[src/hdl/tlik_pkg.sv]
`timescale 1ns / 1ps
`default_nettype none

package tlik_pkg;

   // CORDIC iterations of the arctangent unit.
   localparam int CORDIC_STEPS = 16;

   // Field widths at the ports.
   localparam int ANGLE_W  = 17;
   localparam int RADIUS_W = 17;
   localparam int HIP_W    = 18;
   localparam int KNEE_W   = 16;
   localparam int LINK_W   = 16;

   // Widths of the side squares, radicand and root, and the radicand shift.
   localparam int SQ_SHIFT = 26;
   localparam int SQR_W    = 36;
   localparam int RAD_W    = SQR_W + SQ_SHIFT;
   localparam int ROOT_W   = RAD_W / 2;

   // CORDIC datapath: x and y signed with growth headroom, z in 1/32768 degree.
   localparam int CX_W = ROOT_W + 3;
   localparam int Z_W  = 25;
   localparam logic signed [Z_W-1:0] QUARTER_FINE = 25'sd2949120;
   localparam int FINE_SHIFT = 7;
   localparam logic [Z_W-1:0] FINE_ROUND = 25'd64;

   // Turn constants in 1/128 degree.
   localparam int HALF_TURN = 23040;
   localparam int FULL_TURN = 46080;

   // Register indexes of the configuration port.
   typedef enum logic [1:0] {
      CSR_UPPER_LINK = 2'd0,
      CSR_LOWER_LINK = 2'd1,
      CSR_ELBOW_MODE = 2'd2,
      CSR_CLAMP      = 2'd3
   } csr_index_type;

   // Elbow mode codes; the unused code behaves as automatic.
   localparam logic [1:0] ELBOW_AUTO = 2'd0;
   localparam logic [1:0] ELBOW_UP   = 2'd1;
   localparam logic [1:0] ELBOW_DOWN = 2'd2;

   // Item context that travels alongside the arithmetic.
   typedef struct packed {
      logic                       bad;
      logic                       rzero;
      logic                       reach;
      logic                       ok;
      logic                       prev_valid;
      logic signed [ANGLE_W-1:0]  angle;
      logic signed [HIP_W-1:0]    prev_hip;
      logic signed [KNEE_W-1:0]   prev_knee;
   } side_type;

   // Arctangent of 2^-i in 1/32768 degree, rounded to nearest.
   function automatic logic signed [Z_W-1:0] atan_fine(input int idx);
      logic signed [Z_W-1:0] v;
      case (idx)
         0:  v = 25'sd1474560;
         1:  v = 25'sd870484;
         2:  v = 25'sd459940;
         3:  v = 25'sd233473;
         4:  v = 25'sd117189;
         5:  v = 25'sd58652;
         6:  v = 25'sd29333;
         7:  v = 25'sd14667;
         8:  v = 25'sd7334;
         9:  v = 25'sd3667;
         10: v = 25'sd1833;
         11: v = 25'sd917;
         12: v = 25'sd458;
         13: v = 25'sd229;
         14: v = 25'sd115;
         15: v = 25'sd57;
         16: v = 25'sd29;
         17: v = 25'sd14;
         18: v = 25'sd7;
         19: v = 25'sd4;
         20: v = 25'sd2;
         21: v = 25'sd1;
         default: v = '0;
      endcase
      return v;
   endfunction

endpackage

`default_nettype wire

[src/hdl/tlik_cordic.sv]
`timescale 1ns / 1ps
`default_nettype none

// Pipelined vectoring CORDIC giving atan2(y, x), one iteration per stage.
module tlik_cordic import tlik_pkg::*; (
   input  logic                  clock,
   input  logic                  en,
   input  logic [ROOT_W-1:0]     x0,
   input  logic [ROOT_W-1:0]     y0,
   output logic signed [Z_W-1:0] z
);

   logic signed [CX_W-1:0] x_ff [CORDIC_STEPS];
   logic signed [CX_W-1:0] y_ff [CORDIC_STEPS];
   logic signed [Z_W-1:0]  z_ff [CORDIC_STEPS];

   for (genvar i = 0; i < CORDIC_STEPS; i++) begin : g_step
      logic signed [CX_W-1:0] x_prev;
      logic signed [CX_W-1:0] y_prev;
      logic signed [Z_W-1:0]  z_prev;
      logic signed [CX_W-1:0] dx;
      logic signed [CX_W-1:0] dy;

      if (i == 0) begin : g_first
         assign x_prev = signed'({{(CX_W-ROOT_W){1'b0}}, x0});
         assign y_prev = signed'({{(CX_W-ROOT_W){1'b0}}, y0});
         assign z_prev = '0;
      end else begin : g_next
         assign x_prev = x_ff[i-1];
         assign y_prev = y_ff[i-1];
         assign z_prev = z_ff[i-1];
      end

      // Arithmetic shifts round toward minus infinity.
      assign dx = y_prev >>> i;
      assign dy = x_prev >>> i;

      always_ff @(posedge clock) begin
         if (en) begin
            if (y_prev > 0) begin
               x_ff[i] <= x_prev + dx;
               y_ff[i] <= y_prev - dy;
               z_ff[i] <= z_prev + atan_fine(i);
            end else begin
               x_ff[i] <= x_prev - dx;
               y_ff[i] <= y_prev + dy;
               z_ff[i] <= z_prev - atan_fine(i);
            end
         end
      end
   end

   assign z = z_ff[CORDIC_STEPS-1];

endmodule

`default_nettype wire

[config.mk]
export PLATFORM = sky130hd
export DESIGN_NAME = tlik_cordic
export DESIGN_NICKNAME = d
export VERILOG_FILES = /design/src/hdl/tlik_pkg.sv /design/src/hdl/tlik_cordic.sv
export SDC_FILE = /design/constraint.sdc
export NUM_CORES = 2
export LEC_CHECK = 0
export BUFFER_PORTS_ARGS = -buffer_cell sky130_fd_sc_hd__buf_2
export CORE_MARGIN = 1.5
export CORE_UTILIZATION = 50
export CTS_CLUSTER_SIZE = 14
export DETAILED_ROUTE_END_ITERATION = 7
export MAX_ROUTING_LAYER = met4
export PLACE_DENSITY_LB_ADDON = 0.12
export SLEW_MARGIN = 40
export SYNTH_ARGS = -nofsm -noshare
export SYNTH_HDL_FRONTEND = slang
export SYNTH_SLANG_ARGS = --single-unit
export TNS_END_PERCENT = 10
[constraint.sdc]
create_clock -name clock -period 9.58 [get_ports clock]
set_clock_uncertainty 0.15 [all_clocks]
set_input_delay 0.958 -clock clock [delete_from_list [all_inputs] [get_ports clock]]
set_output_delay 0.958 -clock clock [all_outputs]
set_load 0.03 [all_outputs]
==> impl_metrics.yaml <==
min_path:
  min_to: "z_ff[0][126]"
  hold_start: "z_ff[0][101]"
  min_path_cells: 0
  hold_path_class: "reg2reg"
critical_path:
  critical_path.most_common_cell: "a21oi_1"
  cp.required_ps: 10080
  path_class: "reg2reg"
  timing.rr.end: "x_ff[0][203]"
  crit_arrival_ps: 7950
  ff2ff_path_depth: 23
  max_stage_delay_ps: 620
  start_kind: "register"
  regToRegSetupSlack_ps: 2140
  cp_top_family: "simple AND/OR/NAND/NOR gates"
  end_kind: "register"
  startpoint: "y_ff[0][143]"
  path_buf_inv: 2
  worstReg2RegStart: "y_ff[0][143]"
  crit_fanout: 18
  path_cells: "nor4_2 > nor3b_2 > nand2_2 > or4_4 > nor4_4 > nand3b_4 > nor3_1 > nand4_1 > and2_2 > inv_1 > buf_4 > a21oi_1 > xnor2_1 > ha_1 > a21oi_1 > nor2b_1 > o21ai_0 > a21oi_1 > o31ai_1 > o21ai_0 > a41o_1 > or4_1 > nand3_1"
  slowest_stage: "o31ai_1"
timing:
  tightest_slew_ps: 889
  slew_headroom_pct: 40.2
  hold_viol: 0
  slew_viol_final: 0
  period_needed_ps: 7440
  max_freq_ghz: 0.134
  finalSetupViolCount: 0
  finalCritPeriodShare_pct: 77.7
  tns_ps: 0
  rsz0062_at_grt: "false"
clock_network:
  cts_setup_buffers: 0
  clock_latency_ps: 820
  htreeDepth: 4
  cts_root_buf: "clkbuf_16"
  numCtsBuffers: 157
  clkSinkCount: 1315
  cts_tree: "done"
  cts_buffer_depth: 3
  ctsResizeCount: 0
  path_clk_slew_ps: 60
  cts_hold_buf: 0
routing:
  drt-vias-per-instance: 5.99
  ant_nets: 0
  vias: 94700
  drt-met1-wl_um: 148000
  routed-wl-met3_um: 15900
  dr.pass1.iters: 7
  drc_errors: 0
  wire_per_inst_um: 21.4
  wirelength_um: 338000
  wl_met2_um: 162000
  topRoutingLayerUsed: "met4"
  drtIter0Drc: 7180
logic_synthesis:
  syn_area_mm2: 0.117
  async_reset_ff_share_pct: 0
  avgSynthCellArea_um2: 9.39
  yosysWarnings: 0
  ys_seq_elements: 1315
  synth.largest_area_cell: "edfxtp_1"
  synth.yosys.seq_area_share_pct: 33.7
  synth_nets: 13900
  synth_common_cells: "1330 x ha_1, 1315 x edfxtp_1, 1185 x xnor2_1"
  yosysUniqueCellTypes: 98
  synth_edf_count: 1315
  synth_top_area_share_pct: 33.7
  postSynthCellCount: 12500
  synthTopCellsByArea: "edfxtp_1 34%, ha_1 14%, xnor2_1 8.9%, a21oi_1 5.0%, xor2_1 4.5%"
  yosysMostFrequentCell: "ha_1"
  synth_flop_cell: "edfxtp_1"
placed_design:
  portBuffers: 87
  routabilityCongestion: 0.944
  dpl.hpwl_um: 272000
finish:
  fin_util_pct: 54.4
  nets: 14000
  drive_gt1_share_pct: 4.44
  num-fill-cells: 21000
  area_growth_pct: 8.15
global_routing:
  grt.total_usage_pct: 28.5
  grt-ovfl-total: 0
  grt_max_degree: 166
  antenna_found_initial: 6
  grt_pass1_wl_um: 520000
  grt_pass1_vias: 89800
status:
  status: "finished, final reports clean"
die:
  row_count: 177
  die-width_um: 487
  dieArea_mm2: 0.237
  start_util_pct: 50.3
  ioPinCount: 89
  die_h_um: 487
  coreArea_mm2: 0.233
flow_run:
  maxCapViolCount: 0
## metal layers
metal  GRT usage (%)  vias up
met5               -        -
met4            9.19        0
met3            3.03      534
met2            47.6     2428
met1            36.0    45100
li1                -    46600
## registers in the layout, indices dropped and copies added (netlist names)
signal and count:
y_ff 508, x_ff 461, z_ff 346
## cell families after synthesis
| logic type | after synthesis | synth area share [%] |
|---|---|---|
| flops | 1315 | 33.7 |
| mux | 53 | 0.466 |
| simple gates | 3296 | 13.9 |
| fa+ha+maj | 1373 | 14.9 |
| buf+inv | 794 | 2.58 |
| other cells | 1 | 0.00320 |
| compound gates | 3870 | 21.1 |
| xor+xnor | 1785 | 13.3 |
## how the worst max path moves through the flow
stage                    to  cells after the start
6_report       x_ff[0][203]                     23
5_1_grt        x_ff[0][203]                     23
4_1_cts        x_ff[0][203]                     23
3_5_place_dp   x_ff[0][203]                     23
3_3_place_gp    x_ff[1][28]                     19
2_1_floorplan   x_ff[1][32]                     23
## cells in the final DEF (no fill, tap or decap), types with 217 or more instances in the layout
cell,n
ha_1,1330
edfxtp_1,1315
xnor2_1,1185
a21oi_1,1161
nor2_1,892
o21ai_0,779
nand2_1,742
xor2_1,600
a21o_1,596
inv_1,533
nor3_1,278
nand2b_1,231
o21a_1,217
## metrics by stage
stage	setup slack, ps	instances	cell area (um^2)	hold WS, ps
2_1_floorplan	3020	12500	117000	250
3_3_place_gp	1660	15500	121000	257
3_5_place_dp	2230	15500	121000	260
4_1_cts	2160	15800	127000	286
5_1_grt	1520	15800	127000	304
6_report	2140	15800	127000	285
## area by class of cell
| cell class | instances | area (um^2) | share of cell area (%) |
|---|---|---|---|
| Clock buffer | 173 | 4030 | 3.18 |
| Sequential cell | 1315 | 39500 | 31.1 |
| Timing Repair Buffer | 151 | 1040 | 0.823 |
| Tap cell | 3132 | 3920 | 3.09 |
| Multi-Input combinational cell | 10400 | 74900 | 59.0 |
| Antenna cell | 2 | 5.00 | 0.00395 |
| Inverter | 553 | 2080 | 1.64 |
| Clock inverter | 111 | 1420 | 1.12 |
Power is not shown: default switching activity piles up to over one toggle a cycle in this logic, so the estimate is an artifact.
