$ cat src/hdl/tlik_pkg.sv
`timescale 1ns / 1ps
`default_nettype none

package tlik_pkg;

   // CORDIC iterations of the arctangent unit.
   localparam int CORDIC_STEPS = 16;

   // Field widths at the ports.
   localparam int ANGLE_W  = 17;
   localparam int RADIUS_W = 17;
   localparam int HIP_W    = 18;
   localparam int KNEE_W   = 16;
   localparam int LINK_W   = 16;

   // Widths of the side squares, radicand and root, and the radicand shift.
   localparam int SQ_SHIFT = 26;
   localparam int SQR_W    = 36;
   localparam int RAD_W    = SQR_W + SQ_SHIFT;
   localparam int ROOT_W   = RAD_W / 2;

   // CORDIC datapath: x and y signed with growth headroom, z in 1/32768 degree.
   localparam int CX_W = ROOT_W + 3;
   localparam int Z_W  = 25;
   localparam logic signed [Z_W-1:0] QUARTER_FINE = 25'sd2949120;
   localparam int FINE_SHIFT = 7;
   localparam logic [Z_W-1:0] FINE_ROUND = 25'd64;

   // Turn constants in 1/128 degree.
   localparam int HALF_TURN = 23040;
   localparam int FULL_TURN = 46080;

   // Register indexes of the configuration port.
   typedef enum logic [1:0] {
      CSR_UPPER_LINK = 2'd0,
      CSR_LOWER_LINK = 2'd1,
      CSR_ELBOW_MODE = 2'd2,
      CSR_CLAMP      = 2'd3
   } csr_index_type;

   // Elbow mode codes; the unused code behaves as automatic.
   localparam logic [1:0] ELBOW_AUTO = 2'd0;
   localparam logic [1:0] ELBOW_UP   = 2'd1;
   localparam logic [1:0] ELBOW_DOWN = 2'd2;

   // Item context that travels alongside the arithmetic.
   typedef struct packed {
      logic                       bad;
      logic                       rzero;
      logic                       reach;
      logic                       ok;
      logic                       prev_valid;
      logic signed [ANGLE_W-1:0]  angle;
      logic signed [HIP_W-1:0]    prev_hip;
      logic signed [KNEE_W-1:0]   prev_knee;
   } side_type;

   // Arctangent of 2^-i in 1/32768 degree, rounded to nearest.
   function automatic logic signed [Z_W-1:0] atan_fine(input int idx);
      logic signed [Z_W-1:0] v;
      case (idx)
         0:  v = 25'sd1474560;
         1:  v = 25'sd870484;
         2:  v = 25'sd459940;
         3:  v = 25'sd233473;
         4:  v = 25'sd117189;
         5:  v = 25'sd58652;
         6:  v = 25'sd29333;
         7:  v = 25'sd14667;
         8:  v = 25'sd7334;
         9:  v = 25'sd3667;
         10: v = 25'sd1833;
         11: v = 25'sd917;
         12: v = 25'sd458;
         13: v = 25'sd229;
         14: v = 25'sd115;
         15: v = 25'sd57;
         16: v = 25'sd29;
         17: v = 25'sd14;
         18: v = 25'sd7;
         19: v = 25'sd4;
         20: v = 25'sd2;
         21: v = 25'sd1;
         default: v = '0;
      endcase
      return v;
   endfunction

endpackage

`default_nettype wire

$ cat src/hdl/tlik_sqrt.sv
`timescale 1ns / 1ps
`default_nettype none

// Pipelined floor square root, one root bit per stage.
module tlik_sqrt import tlik_pkg::*; (
   input  logic              clock,
   input  logic              en,
   input  logic [RAD_W-1:0]  rad,
   output logic [ROOT_W-1:0] root
);

   logic [ROOT_W+1:0] rem_ff  [ROOT_W];
   logic [ROOT_W-1:0] root_ff [ROOT_W];
   logic [RAD_W-1:0]  rest_ff [ROOT_W];

   for (genvar s = 0; s < ROOT_W; s++) begin : g_stage
      logic [ROOT_W+1:0] rem_prev;
      logic [ROOT_W-1:0] root_prev;
      logic [RAD_W-1:0]  rest_prev;
      logic [ROOT_W+3:0] part;
      logic [ROOT_W+3:0] trial;

      if (s == 0) begin : g_first
         assign rem_prev  = '0;
         assign root_prev = '0;
         assign rest_prev = rad;
      end else begin : g_next
         assign rem_prev  = rem_ff[s-1];
         assign root_prev = root_ff[s-1];
         assign rest_prev = rest_ff[s-1];
      end

      // Bring down the next two radicand bits and try a one digit.
      assign part  = {rem_prev, rest_prev[RAD_W-1 -: 2]};
      assign trial = {2'b00, root_prev, 2'b01};

      always_ff @(posedge clock) begin
         if (en) begin
            rest_ff[s] <= {rest_prev[RAD_W-3:0], 2'b00};
            if (part >= trial) begin
               rem_ff[s]  <= (ROOT_W+2)'(part - trial);
               root_ff[s] <= {root_prev[ROOT_W-2:0], 1'b1};
            end else begin
               rem_ff[s]  <= part[ROOT_W+1:0];
               root_ff[s] <= {root_prev[ROOT_W-2:0], 1'b0};
            end
         end
      end
   end

   assign root = root_ff[ROOT_W-1];

endmodule

`default_nettype wire

$ cat config.mk
export PLATFORM = sky130hd
export DESIGN_NAME = tlik_sqrt
export DESIGN_NICKNAME = d
export VERILOG_FILES = /design/src/hdl/tlik_pkg.sv /design/src/hdl/tlik_sqrt.sv
export SDC_FILE = /design/constraint.sdc
export NUM_CORES = 2
export LEC_CHECK = 0
export ABC_AREA = 0
export BUFFER_PORTS_ARGS = -buffer_cell sky130_fd_sc_hd__buf_4
export CORE_UTILIZATION = 51
export DETAILED_ROUTE_END_ITERATION = 6
export HOLD_SLACK_MARGIN = 0.15
export PLACE_DENSITY = 0.78
export SYNTH_ARGS = -nofsm -noshare
export SYNTH_HDL_FRONTEND = slang
export SYNTH_SLANG_ARGS = --single-unit
$ cat constraint.sdc
create_clock -name clock -period 4.5 [get_ports clock]
set_input_delay 0 -clock clock [delete_from_list [all_inputs] [get_ports clock]]
set_output_delay 0 -clock clock [all_outputs]
set_load 0.05 [all_outputs]
==> qor.txt <==
Min-delay worst type - in -> reg
Multi-input gate area - 36700 um2
Critical path fanouts, max - 26
CTS max path bufs - 3
Worst path cell trace - ha_1, nand3_1, o21ai_0, nor3b_2, a2111oi_0, o41ai_1, a21oi_1, nor2_4, buf_4, mux2_2
RSZ-0062 raised after global routing - no
Slew headroom - 0.109
Post-synth EDFFs - 2367
Crit share post-route - 0.944
Detail Placement HPWL - 162000 um
Clock tree from TritonCTS - done
Critical path arrival - 4880 ps
Largest net degree at the start of global routing - 181
Register Area - 71100 um2
Slowest CP cell - a2111oi_0
Initial antenna violation count - 3
Worst Setup Start Kind - flop
ANT nets after route - 0
Vias in the first global route - 67000
Synth top area share - 0.640
Hold Fails Final Rpt - 0
Slowest stage delay, CP - 1010 ps
Flip-flop and latch count after synthesis - 2368
Fin. max-slew vios - 0
Post-synthesis async set-or-reset flop share - 0
1st-pass router iterations - 6
Synth warn - 0
Max Clk Rate - 235 MHz
Yosys cell types - 94
Die height - 469 um
DRT iter0 DRCs - 5383
Cell area after layout - 125000 um2
Vias - 68100
Starting density of the core - 0.515
Clk_lat worst skew - 880 ps
H-Tree Depth - 4
FILL cells - 16700
Num ports - 95
P&R area growth vs syn - 12.4%
Setup crit end kind - flop
Top cells by area, synth - edfxtp_1, ha_1, xor2_1, xnor2_1, o21ai_0
Post-CTS setup buffers - 0
Row count - 170
Die area - 220000 um2
Crit Path Category - reg -> reg
First-pass GRT wire length - 362000 um
RD Place Congestion - 0.923
Port Buffers - 94
CTS buffer count - 239
Pwr dens - 513 nW/um2
Worst clock skew - 33.7 ps
Worst slew pin tran - 1330 ps
Placed standard-cell area - 115000 um2
Core area - 215000 um2
Num Clock Sinks - 2368
DRC - 0
CTS root buf - clkbuf_16
Mapped Area - 111000 um2
Clk pin slew, worst setup/hold paths - 60 ps
Post-DR wirelength/cell - 19.1 um
Layout cells sized above 1 - 0.0787
Ys flop type - edfxtp_1
VDD IR-drop max - 543 uV
Post-synth net total - 9244
Syn Inst Count - 8651
Avg Inst Size Synth - 12.8 um2
Count leader, synth - edfxtp_1
Max_cap viols - 0
Final hold slack - 232 ps
Minimum clock period - 4250 ps
WP data required - 5130 ps
DR vias/cell - 5.65
Outcome - completed
GRT Util Overall - 0.208
P_leak - 0.0472 uW
Seq/Total Area, Yosys - 0.640
Gr ovfl total - 0
Top cells by count, synth - edfxtp_1, inv_1, nand2_1, ha_1, o21ai_0
Final-report setup violation count - 0
Die width - 469 um
DRT Wirelength - 230000 um
Leading area contributor after synthesis - edfxtp_1
Nets - 9589
-- metal layers --
metal	global-route usage	part of all wire	up-vias
met5	0	0.000078	-
met4	0.0769	0.034	2
met3	0.0266	0.045	467
met2	0.366	0.51	1853
met1	0.262	0.42	33000
li1	-	-	32800
-- critical path, delay by kind of cell, from the launching register on --
kind / cells / cell delay (ps)
AOI/OAI and AO/OA: 4 / 2160
adders and majority gates: 1 / 410
buffers and inverters: 1 / 280
DFF: 1 / 400
muxes: 1 / 290
and+or+nand+nor: 3 / 450
-- final timing paths --
check | depth (start not counted) | to | slack [ps] | startpoint
max reg2reg | 10 | rem_ff[1][444]$_DFFE_PP_ | 250 | rem_ff[1][402]$_DFFE_PP_
max | 10 | rem_ff[1][444]$_DFFE_PP_ | 250 | rem_ff[1][402]$_DFFE_PP_
min | 2 | rest_ff[0][91]$_DFFE_PP_ | 230 | en
min reg2reg | 0 | rest_ff[0][437]$_DFFE_PP_ | 390 | rest_ff[0][375]$_DFFE_PP_
-- where the power goes --
| group | internal, uW | total, uW | switching, uW | leakage, uW |
|---|---|---|---|---|
| Clock | 12100 | 20600 | 8520 | 0.00402 |
| Sequential | 28000 | 30000 | 2000 | 0.0228 |
| Combinational | 5600 | 13500 | 7890 | 0.0204 |
-- per-stage QoR --
stage           util  power, uW  setup TNS [ps]  std cells  worst slack [ps]
6_report       0.579      64100               0      12000               251
4_1_cts        0.579      64500               0      12000               253
2_1_floorplan      -      39400               0       8651              1240
3_3_place_gp   0.535      43300           -27.2      11500             -13.1
3_5_place_dp   0.535      43600            -119      11500             -42.5
5_1_grt        0.579      67100               0      12000              68.8
-- cell usage in the layout (no fill, tap or decap), types with 21 or more instances in the layout --
master	count
or2_2	49
nand2_1	621
a211oi_1	35
nand3_1	169
dlygate4sd3_1	127
nor4b_1	24
buf_4	159
or4_1	64
xor2_1	398
bufinv_16	39
clkinv_2	59
inv_1	669
and3_1	43
ha_1	529
nand3b_1	30
clkbuf_1	27
clkinv_1	42
o211ai_1	27
a31oi_1	46
a21o_1	199
xnor2_1	383
o21ai_0	508
clkbuf_16	241
nor4_1	139
o21bai_1	41
nor2_1	478
o31ai_1	40
or3_1	85
o21a_1	94
nand4_1	94
a21oi_1	491
mux2_2	71
nor3_1	218
nand2b_1	101
nor2b_1	82
edfxtp_1	2367
and2_1	47
nand4b_1	21
-- registers in the layout (all words and copies together) (netlist names) --
name	flops
rem_ff	942
root_ff	496
rest_ff	930
-- kinds of logic (layout without fill, tap and decap cells) --
| kind of cell | Yosys count | after routing | share of synthesized area |
|---|---|---|---|
| AOI/OAI and AO/OA | 1676 | 1676 | 0.0926 |
| xor gates and xnor gates | 781 | 781 | 0.0616 |
| adders and majority gates | 529 | 529 | 0.0596 |
| buffers and inverters | 866 | 1418 | 0.0295 |
| DFF | 2368 | 2368 | 0.640 |
| muxes | 88 | 88 | 0.00873 |
| other | 0 | 1 | 0 |
| and+or+nand+nor | 2343 | 2344 | 0.108 |
-- layout make-up --
| class | count | share of cell area |
|---|---|---|
| multi-input combinational | 5418 | 0.294 |
| tap | 2838 | 0.0284 |
| inverter | 671 | 0.0202 |
| clock buffer | 268 | 0.0491 |
| clock inverter | 181 | 0.0170 |
| antenna | 1 | 0.0000200 |
| sequential | 2368 | 0.569 |
| timing repair buffer | 298 | 0.0217 |
-- timing repair --
item,in CTS,in global routing
pin swaps,0,1
gates cloned,0,1
hold endpoints to repair,599,0
resized for setup,1,0
hold buffers,127,0
setup endpoints to repair,3,3
(Power assumes the default switching activity.)
