$ cat src/hdl/tlik_pkg.sv
`timescale 1ns / 1ps
`default_nettype none

package tlik_pkg;

   // CORDIC iterations of the arctangent unit.
   localparam int CORDIC_STEPS = 16;

   // Field widths at the ports.
   localparam int ANGLE_W  = 17;
   localparam int RADIUS_W = 17;
   localparam int HIP_W    = 18;
   localparam int KNEE_W   = 16;
   localparam int LINK_W   = 16;

   // Widths of the side squares, radicand and root, and the radicand shift.
   localparam int SQ_SHIFT = 26;
   localparam int SQR_W    = 36;
   localparam int RAD_W    = SQR_W + SQ_SHIFT;
   localparam int ROOT_W   = RAD_W / 2;

   // CORDIC datapath: x and y signed with growth headroom, z in 1/32768 degree.
   localparam int CX_W = ROOT_W + 3;
   localparam int Z_W  = 25;
   localparam logic signed [Z_W-1:0] QUARTER_FINE = 25'sd2949120;
   localparam int FINE_SHIFT = 7;
   localparam logic [Z_W-1:0] FINE_ROUND = 25'd64;

   // Turn constants in 1/128 degree.
   localparam int HALF_TURN = 23040;
   localparam int FULL_TURN = 46080;

   // Register indexes of the configuration port.
   typedef enum logic [1:0] {
      CSR_UPPER_LINK = 2'd0,
      CSR_LOWER_LINK = 2'd1,
      CSR_ELBOW_MODE = 2'd2,
      CSR_CLAMP      = 2'd3
   } csr_index_type;

   // Elbow mode codes; the unused code behaves as automatic.
   localparam logic [1:0] ELBOW_AUTO = 2'd0;
   localparam logic [1:0] ELBOW_UP   = 2'd1;
   localparam logic [1:0] ELBOW_DOWN = 2'd2;

   // Item context that travels alongside the arithmetic.
   typedef struct packed {
      logic                       bad;
      logic                       rzero;
      logic                       reach;
      logic                       ok;
      logic                       prev_valid;
      logic signed [ANGLE_W-1:0]  angle;
      logic signed [HIP_W-1:0]    prev_hip;
      logic signed [KNEE_W-1:0]   prev_knee;
   } side_type;

   // Arctangent of 2^-i in 1/32768 degree, rounded to nearest.
   function automatic logic signed [Z_W-1:0] atan_fine(input int idx);
      logic signed [Z_W-1:0] v;
      case (idx)
         0:  v = 25'sd1474560;
         1:  v = 25'sd870484;
         2:  v = 25'sd459940;
         3:  v = 25'sd233473;
         4:  v = 25'sd117189;
         5:  v = 25'sd58652;
         6:  v = 25'sd29333;
         7:  v = 25'sd14667;
         8:  v = 25'sd7334;
         9:  v = 25'sd3667;
         10: v = 25'sd1833;
         11: v = 25'sd917;
         12: v = 25'sd458;
         13: v = 25'sd229;
         14: v = 25'sd115;
         15: v = 25'sd57;
         16: v = 25'sd29;
         17: v = 25'sd14;
         18: v = 25'sd7;
         19: v = 25'sd4;
         20: v = 25'sd2;
         21: v = 25'sd1;
         default: v = '0;
      endcase
      return v;
   endfunction

endpackage

`default_nettype wire

$ cat src/hdl/tlik_select.sv
`timescale 1ns / 1ps
`default_nettype none

// Rounds the two joint angles, builds both solutions and picks one.
module tlik_select import tlik_pkg::*; (
   input  logic                    clock,
   input  logic                    en,
   input  side_type                side_in,
   input  logic signed [Z_W-1:0]   kap_z,
   input  logic signed [Z_W-1:0]   beta_z,
   input  logic [1:0]              elbow_mode,
   output logic [HIP_W-1:0]        hip,
   output logic [KNEE_W-1:0]       knee,
   output logic                    reach,
   output logic                    bad
);

   localparam int HC_W = HIP_W + 1;
   localparam int D_W  = HC_W + 2;
   localparam int T_W  = D_W + 2;
   localparam int P_W  = 2 * KNEE_W;

   // Wrap an angle difference into one turn centred on zero.
   function automatic logic signed [KNEE_W-1:0] wrap(input logic signed [D_W-1:0] d);
      logic signed [T_W-1:0] t;
      logic signed [T_W-1:0] c;
      logic signed [T_W-1:0] m;
      t = T_W'(d) + T_W'(HALF_TURN);
      m = '0;
      for (int k = -6; k <= 6; k++) begin
         c = t - T_W'(k * FULL_TURN);
         if (c >= 0 && c < T_W'(FULL_TURN)) begin
            m = c;
         end
      end
      return KNEE_W'(m - T_W'(HALF_TURN));
   endfunction

   // Saturate the half angle, round it to 1/256 degree (full angle 1/128).
   function automatic logic [KNEE_W-1:0] round_angle(input logic signed [Z_W-1:0] z);
      logic signed [Z_W-1:0] s;
      logic [Z_W-1:0]        r;
      s = z;
      if (z < 0) begin
         s = '0;
      end else if (z > QUARTER_FINE) begin
         s = QUARTER_FINE;
      end
      r = unsigned'(s) + FINE_ROUND;
      return r[FINE_SHIFT +: KNEE_W];
   endfunction

   side_type                 side1_ff, side2_ff, side3_ff;
   logic                     auto1_ff, auto2_ff, auto3_ff;
   logic                     down1_ff, down2_ff, down3_ff;
   logic [KNEE_W-1:0]        kap1_ff;
   logic signed [HC_W-1:0]   h0_1_ff, h1_1_ff;
   logic signed [HC_W-1:0]   h0_2_ff, h1_2_ff, h0_3_ff, h1_3_ff;
   logic signed [KNEE_W-1:0] k0_2_ff, k1_2_ff, k0_3_ff, k1_3_ff;
   logic signed [KNEE_W-1:0] dh0_ff, dk0_ff, dh1_ff, dk1_ff;
   logic [P_W-1:0]           ph0_ff, pk0_ff, ph1_ff, pk1_ff;
   logic [HIP_W-1:0]         hip_ff;
   logic [KNEE_W-1:0]        knee_ff;
   logic                     reach_ff, bad_ff;

   logic [KNEE_W-1:0]        kap_in, beta_in;
   logic signed [HC_W-1:0]   ang_ext;
   logic signed [KNEE_W-1:0] k0_in, k1_in;
   logic signed [P_W-1:0]    sq_h0, sq_k0, sq_h1, sq_k1;
   logic [P_W:0]             sum0, sum1;
   logic                     down_in;
   logic signed [HC_W-1:0]   hsel;
   logic signed [KNEE_W-1:0] ksel;

   assign kap_in  = round_angle(kap_z);
   assign beta_in = round_angle(beta_z);
   assign ang_ext = HC_W'(side_in.angle);
   assign k0_in   = signed'(kap1_ff);
   assign k1_in   = -signed'(kap1_ff);

   // Stage one: round angles, form both hip candidates and decide the mode.
   always_ff @(posedge clock) begin
      if (en) begin
         side1_ff <= side_in;
         kap1_ff  <= kap_in;
         h0_1_ff  <= ang_ext - signed'(HC_W'(beta_in));
         h1_1_ff  <= ang_ext + signed'(HC_W'(beta_in));
         down1_ff <= (elbow_mode == ELBOW_DOWN);
         auto1_ff <= (elbow_mode != ELBOW_UP) && (elbow_mode != ELBOW_DOWN) &&
                     side_in.prev_valid;
      end
   end

   // Stage two: wrapped distances to the previous pose.
   always_ff @(posedge clock) begin
      if (en) begin
         side2_ff <= side1_ff;
         down2_ff <= down1_ff;
         auto2_ff <= auto1_ff;
         h0_2_ff  <= h0_1_ff;
         h1_2_ff  <= h1_1_ff;
         k0_2_ff  <= k0_in;
         k1_2_ff  <= k1_in;
         dh0_ff   <= wrap(D_W'(h0_1_ff) - D_W'(side1_ff.prev_hip));
         dh1_ff   <= wrap(D_W'(h1_1_ff) - D_W'(side1_ff.prev_hip));
         dk0_ff   <= wrap(D_W'(k0_in) - D_W'(side1_ff.prev_knee));
         dk1_ff   <= wrap(D_W'(k1_in) - D_W'(side1_ff.prev_knee));
      end
   end

   // Stage three: squared distances, formed at full product width.
   assign sq_h0 = dh0_ff * dh0_ff;
   assign sq_k0 = dk0_ff * dk0_ff;
   assign sq_h1 = dh1_ff * dh1_ff;
   assign sq_k1 = dk1_ff * dk1_ff;

   always_ff @(posedge clock) begin
      if (en) begin
         side3_ff <= side2_ff;
         down3_ff <= down2_ff;
         auto3_ff <= auto2_ff;
         h0_3_ff  <= h0_2_ff;
         h1_3_ff  <= h1_2_ff;
         k0_3_ff  <= k0_2_ff;
         k1_3_ff  <= k1_2_ff;
         ph0_ff   <= unsigned'(sq_h0);
         pk0_ff   <= unsigned'(sq_k0);
         ph1_ff   <= unsigned'(sq_h1);
         pk1_ff   <= unsigned'(sq_k1);
      end
   end

   // Stage four: compare, select and apply the special cases.
   assign sum0    = (P_W+1)'(ph0_ff) + (P_W+1)'(pk0_ff);
   assign sum1    = (P_W+1)'(ph1_ff) + (P_W+1)'(pk1_ff);
   assign down_in = down3_ff || (auto3_ff && (sum1 < sum0));
   assign hsel    = down_in ? h1_3_ff : h0_3_ff;
   assign ksel    = down_in ? k1_3_ff : k0_3_ff;

   always_ff @(posedge clock) begin
      if (en) begin
         bad_ff <= side3_ff.bad;
         if (side3_ff.bad) begin
            hip_ff   <= '0;
            knee_ff  <= '0;
            reach_ff <= 1'b0;
         end else if (side3_ff.rzero) begin
            hip_ff   <= HIP_W'(side3_ff.angle);
            knee_ff  <= '0;
            reach_ff <= 1'b1;
         end else if (!side3_ff.ok) begin
            hip_ff   <= '0;
            knee_ff  <= '0;
            reach_ff <= 1'b0;
         end else begin
            hip_ff   <= hsel[HIP_W-1:0];
            knee_ff  <= ksel;
            reach_ff <= side3_ff.reach;
         end
      end
   end

   assign hip   = hip_ff;
   assign knee  = knee_ff;
   assign reach = reach_ff;
   assign bad   = bad_ff;

endmodule

`default_nettype wire

$ cat config.mk
export PLATFORM = sky130hd
export DESIGN_NAME = tlik_select
export DESIGN_NICKNAME = d
export VERILOG_FILES = /design/src/hdl/tlik_pkg.sv /design/src/hdl/tlik_select.sv
export SDC_FILE = /design/constraint.sdc
export NUM_CORES = 2
export LEC_CHECK = 0
export ABC_AREA = 1
export BUFFER_PORTS_ARGS = -buffer_cell sky130_fd_sc_hd__buf_2
export CORE_UTILIZATION = 50
export DETAILED_ROUTE_END_ITERATION = 7
export PLACE_DENSITY = 0.71
export SLEW_MARGIN = 20
export SYNTH_ARGS = -nofsm -noshare
export SYNTH_HDL_FRONTEND = slang
export SYNTH_SLANG_ARGS = --single-unit
$ cat constraint.sdc
create_clock -name clock -period 14.43 [get_ports clock]
set_input_delay 2.886 -clock clock [delete_from_list [all_inputs] [get_ports clock]]
set_output_delay 2.886 -clock clock [all_outputs]
set_load 0.05 [all_outputs]
==> metrics.cfg <==
[clocking]
cts-buffers-inserted=58
cts-root-buf=clkbuf_16
cts.repair_timing.setup_buffer_count=0
worst_setup_hold_path_clk_slew_ns=0.07
tritoncts_clock_tree=done
hold_buffers=0
resized_cells_post_cts=0
htree_num_levels=2
total_clock_sinks=510
clkLatencyLatePin_ns=0.68
cts-root-to-sink-buffers=3

[routing]
wl_per_cell_um=16.6
detailroute.via_count=51500
route.detailed.drc=0
post_route_ant_nets=0
firstDrtPassIters=7
detail_route.vias_per_cell=5.17
drt_first_iter_violations=4264
wl_um=165000

[sta]
post-route-min-period_ns=7.87
fmaxAchievable_mhz=127
slew_viol_final=0
finalSetupViolations=0
timing.max_slew.rel_slack_pct=22.4
unrepaired_setup_endpoints_after_global_routing=false
hold_violations=0
timing_worst_slew_pin_value_ns=1.16
skew_ns=0.0357
setup-tns-final_ns=0
portion_of_the_clock_cycle_consumed_by_the_worst_path_in_the_final_layout_pct=54.5

[finish]
area_delta_synth_final_pct=6.28
layout.nets=9792
final_layout_size_suffix_gt1_share_pct=6.45
fillerInstances=12700
multiInputGateArea_mm2=0.0465
seqCellArea_mm2=0.0153
final_core_util_pct=53.5

[floorplanning]
floorplan.die.width_um=377
initial_core_utilization_pct=50.3
io-pin-count=146
floorplan.die.height_um=377
placeableCoreArea_mm2=0.140
die_area_mm2=0.142
cell_rows=137

[synthesis]
synth_top_flop_cell=edfxtp_1
yosys-top-cells-area=fa_1 (27%), edfxtp_1 (22%), ha_1 (12%), inv_1 (11%), nand2_1 (8.4%)
synth-async-reset-ratio_pct=0
synthCells=7990
synth_top_cell_area_share_pct=27.4
commonest_cells_in_the_synthesized_netlist=inv_1 (1,972), nand2_1 (1,567), fa_1 (960)
yosysWarnings=0
synth.cell_area_mm2=0.0702
synth_most_common_cell=inv_1
netlist-cell-type-count=80
synth.ff_latch_count=510
synth_area_leader_cell=fa_1
yosysSeqAreaShare_pct=21.8
syn_avg_cell_area_um2=8.79
number_of_enable_type_register_cells_in_the_synthesized_netlist=510

[place]
finalWeightedCongestion=0.933
buffer_ports.inserted=145
dp_hpwl_um=133000

[setup_path]
slowest_delay_ns=0.46
worstReg2RegEnd=pk0_ff[31]$_DFFE_PP_
worstPathArrival_ns=8.30
reg2reg_slack_ns=6.80
critPathMostFrequentCell=nor2_1
r2r_cells=30
timing.critical_path.slowest_stage_cell=nor4_2
worst_setup_path_start_kind=input port
worst-path-max-fanout=7
crit_required_ns=14.86
worst_setup_end_kind=flop
r2r_start=dk0_ff[15]$_DFFE_PP_
critPathKind=input port to flop

[outcome]
run_status=complete, no violations

[global_routing]
antenna_found_initial=4
first_pass_grt_wire_length_um=271000
grt_overflow_total=0
largest_net_degree_at_the_start_of_global_routing=193
global_route.usage.total_pct=23.8
first_global_vias=53700

[min_path]
min-delay-path-class=flop to flop
worst_hold_path.num_cells=0
min_delay_endpoint=down2_ff$_DFFE_PP_
hold_path.startpoint=down1_ff$_DFFE_PP_

[flow_run]
maxCapViolations=0

## metrics by stage
| stage | hold slack [ns] | worst slack [ns] | cell area [um2] | std cells |
|---|---|---|---|---|
| floorplan | 0.400 | 6.99 | 70300 | 7991 |
| global placement | 0.400 | 5.97 | 72700 | 9864 |
| detailed placement | 0.405 | 5.99 | 72700 | 9864 |
| CTS | 0.417 | 6.67 | 74700 | 9973 |
| global route | 0.423 | 6.01 | 74700 | 9975 |
| finish | 0.414 | 6.56 | 74700 | 9975 |
## worst max-delay path: cells and delay by family
family	cells	cell delay, ns
AND/OR/NAND/NOR	16	2.07
AO/OA/AOI/OAI	10	1.75
buffers and inverters	5	0.72
adder cells (fa/ha/maj)	2	0.48
XOR/XNOR	2	0.35
## worst max path at each step
stage / slack, ns / to / startpoint
floorplan: 6.99 / h0_1_ff[16]$_DFFE_PP_ / beta_z[8]
global placement: 5.97 / h0_1_ff[16]$_DFFE_PP_ / beta_z[8]
detailed placement: 5.99 / h0_1_ff[16]$_DFFE_PP_ / beta_z[8]
CTS: 6.67 / h0_1_ff[16]$_DFFE_PP_ / beta_z[8]
global route: 6.01 / h1_1_ff[16]$_DFFE_PP_ / beta_z[0]
finish: 6.56 / h0_1_ff[16]$_DFFE_PP_ / beta_z[8]
## layout make-up
cell class | count | area share [%]
multi-input combinational | 5292 | 62.3
sequential | 510 | 20.5
inverter | 2023 | 10.2
tap | 1876 | 3.14
clock buffer | 69 | 2.00
timing repair buffer | 163 | 1.18
clock inverter | 40 | 0.635
antenna | 2 | 0.00670
## metal layers
layer / wire length [um] / GRT usage (%)
met5: 13 / 0
met4: 4130 / 6.54
met3: 9750 / 2.80
met2: 80900 / 40.8
met1: 70400 / 31.9
## state kept, by name (all words and copies together), names as in the netlist, 17 cells and up
| name | cells |
|---|---|
| side2_ff | 21 |
| side3_ff | 21 |
| h0_1_ff | 18 |
| ph1_ff | 31 |
| h0_3_ff | 18 |
| pk1_ff | 31 |
| h0_2_ff | 18 |
| ph0_ff | 31 |
| h1_3_ff | 17 |
| hip | 18 |
| h1_2_ff | 17 |
| side1_ff | 55 |
| h1_1_ff | 17 |
| pk0_ff | 31 |
## cells in the final DEF, fill, tap and decap left out, drive strengths merged, types with 3 or more instances in the layout
cell      count
bufinv        7
edfxtp      510
o31ai        14
o21a         14
o22ai         3
nand3       261
and2          6
nand2      1644
nor2        340
fa          960
clkbuf       69
xnor2       118
o211ai       21
nand4        50
xor2        254
ha          674
conb          3
clkinvlp      7
o21ai       238
a22oi         3
a21oi       423
a221oi        6
a211oi       19
nor3         63
buf         163
a31oi        22
clkinv       24
nor4         16
o21bai       48
a21boi       14
a21o         13
inv        2025
o2111ai       5
a2111oi       4
nand3b        9
o221ai        6
or2          31
## cells by family after synthesis
kind of cell,count (synthesis),synth area share [%]
compound gates,858,7.20
xor+xnor,372,4.80
buf+inv,2189,12.0
simple gates,2424,14.9
mux,1,0.0142
other cells,2,0.0107
flops,510,21.8
fa+ha+maj,1634,39.4
Power is left out: the tool's default activity adds up to more than one toggle a clock period on the data nets, which glitch-free logic cannot reach.
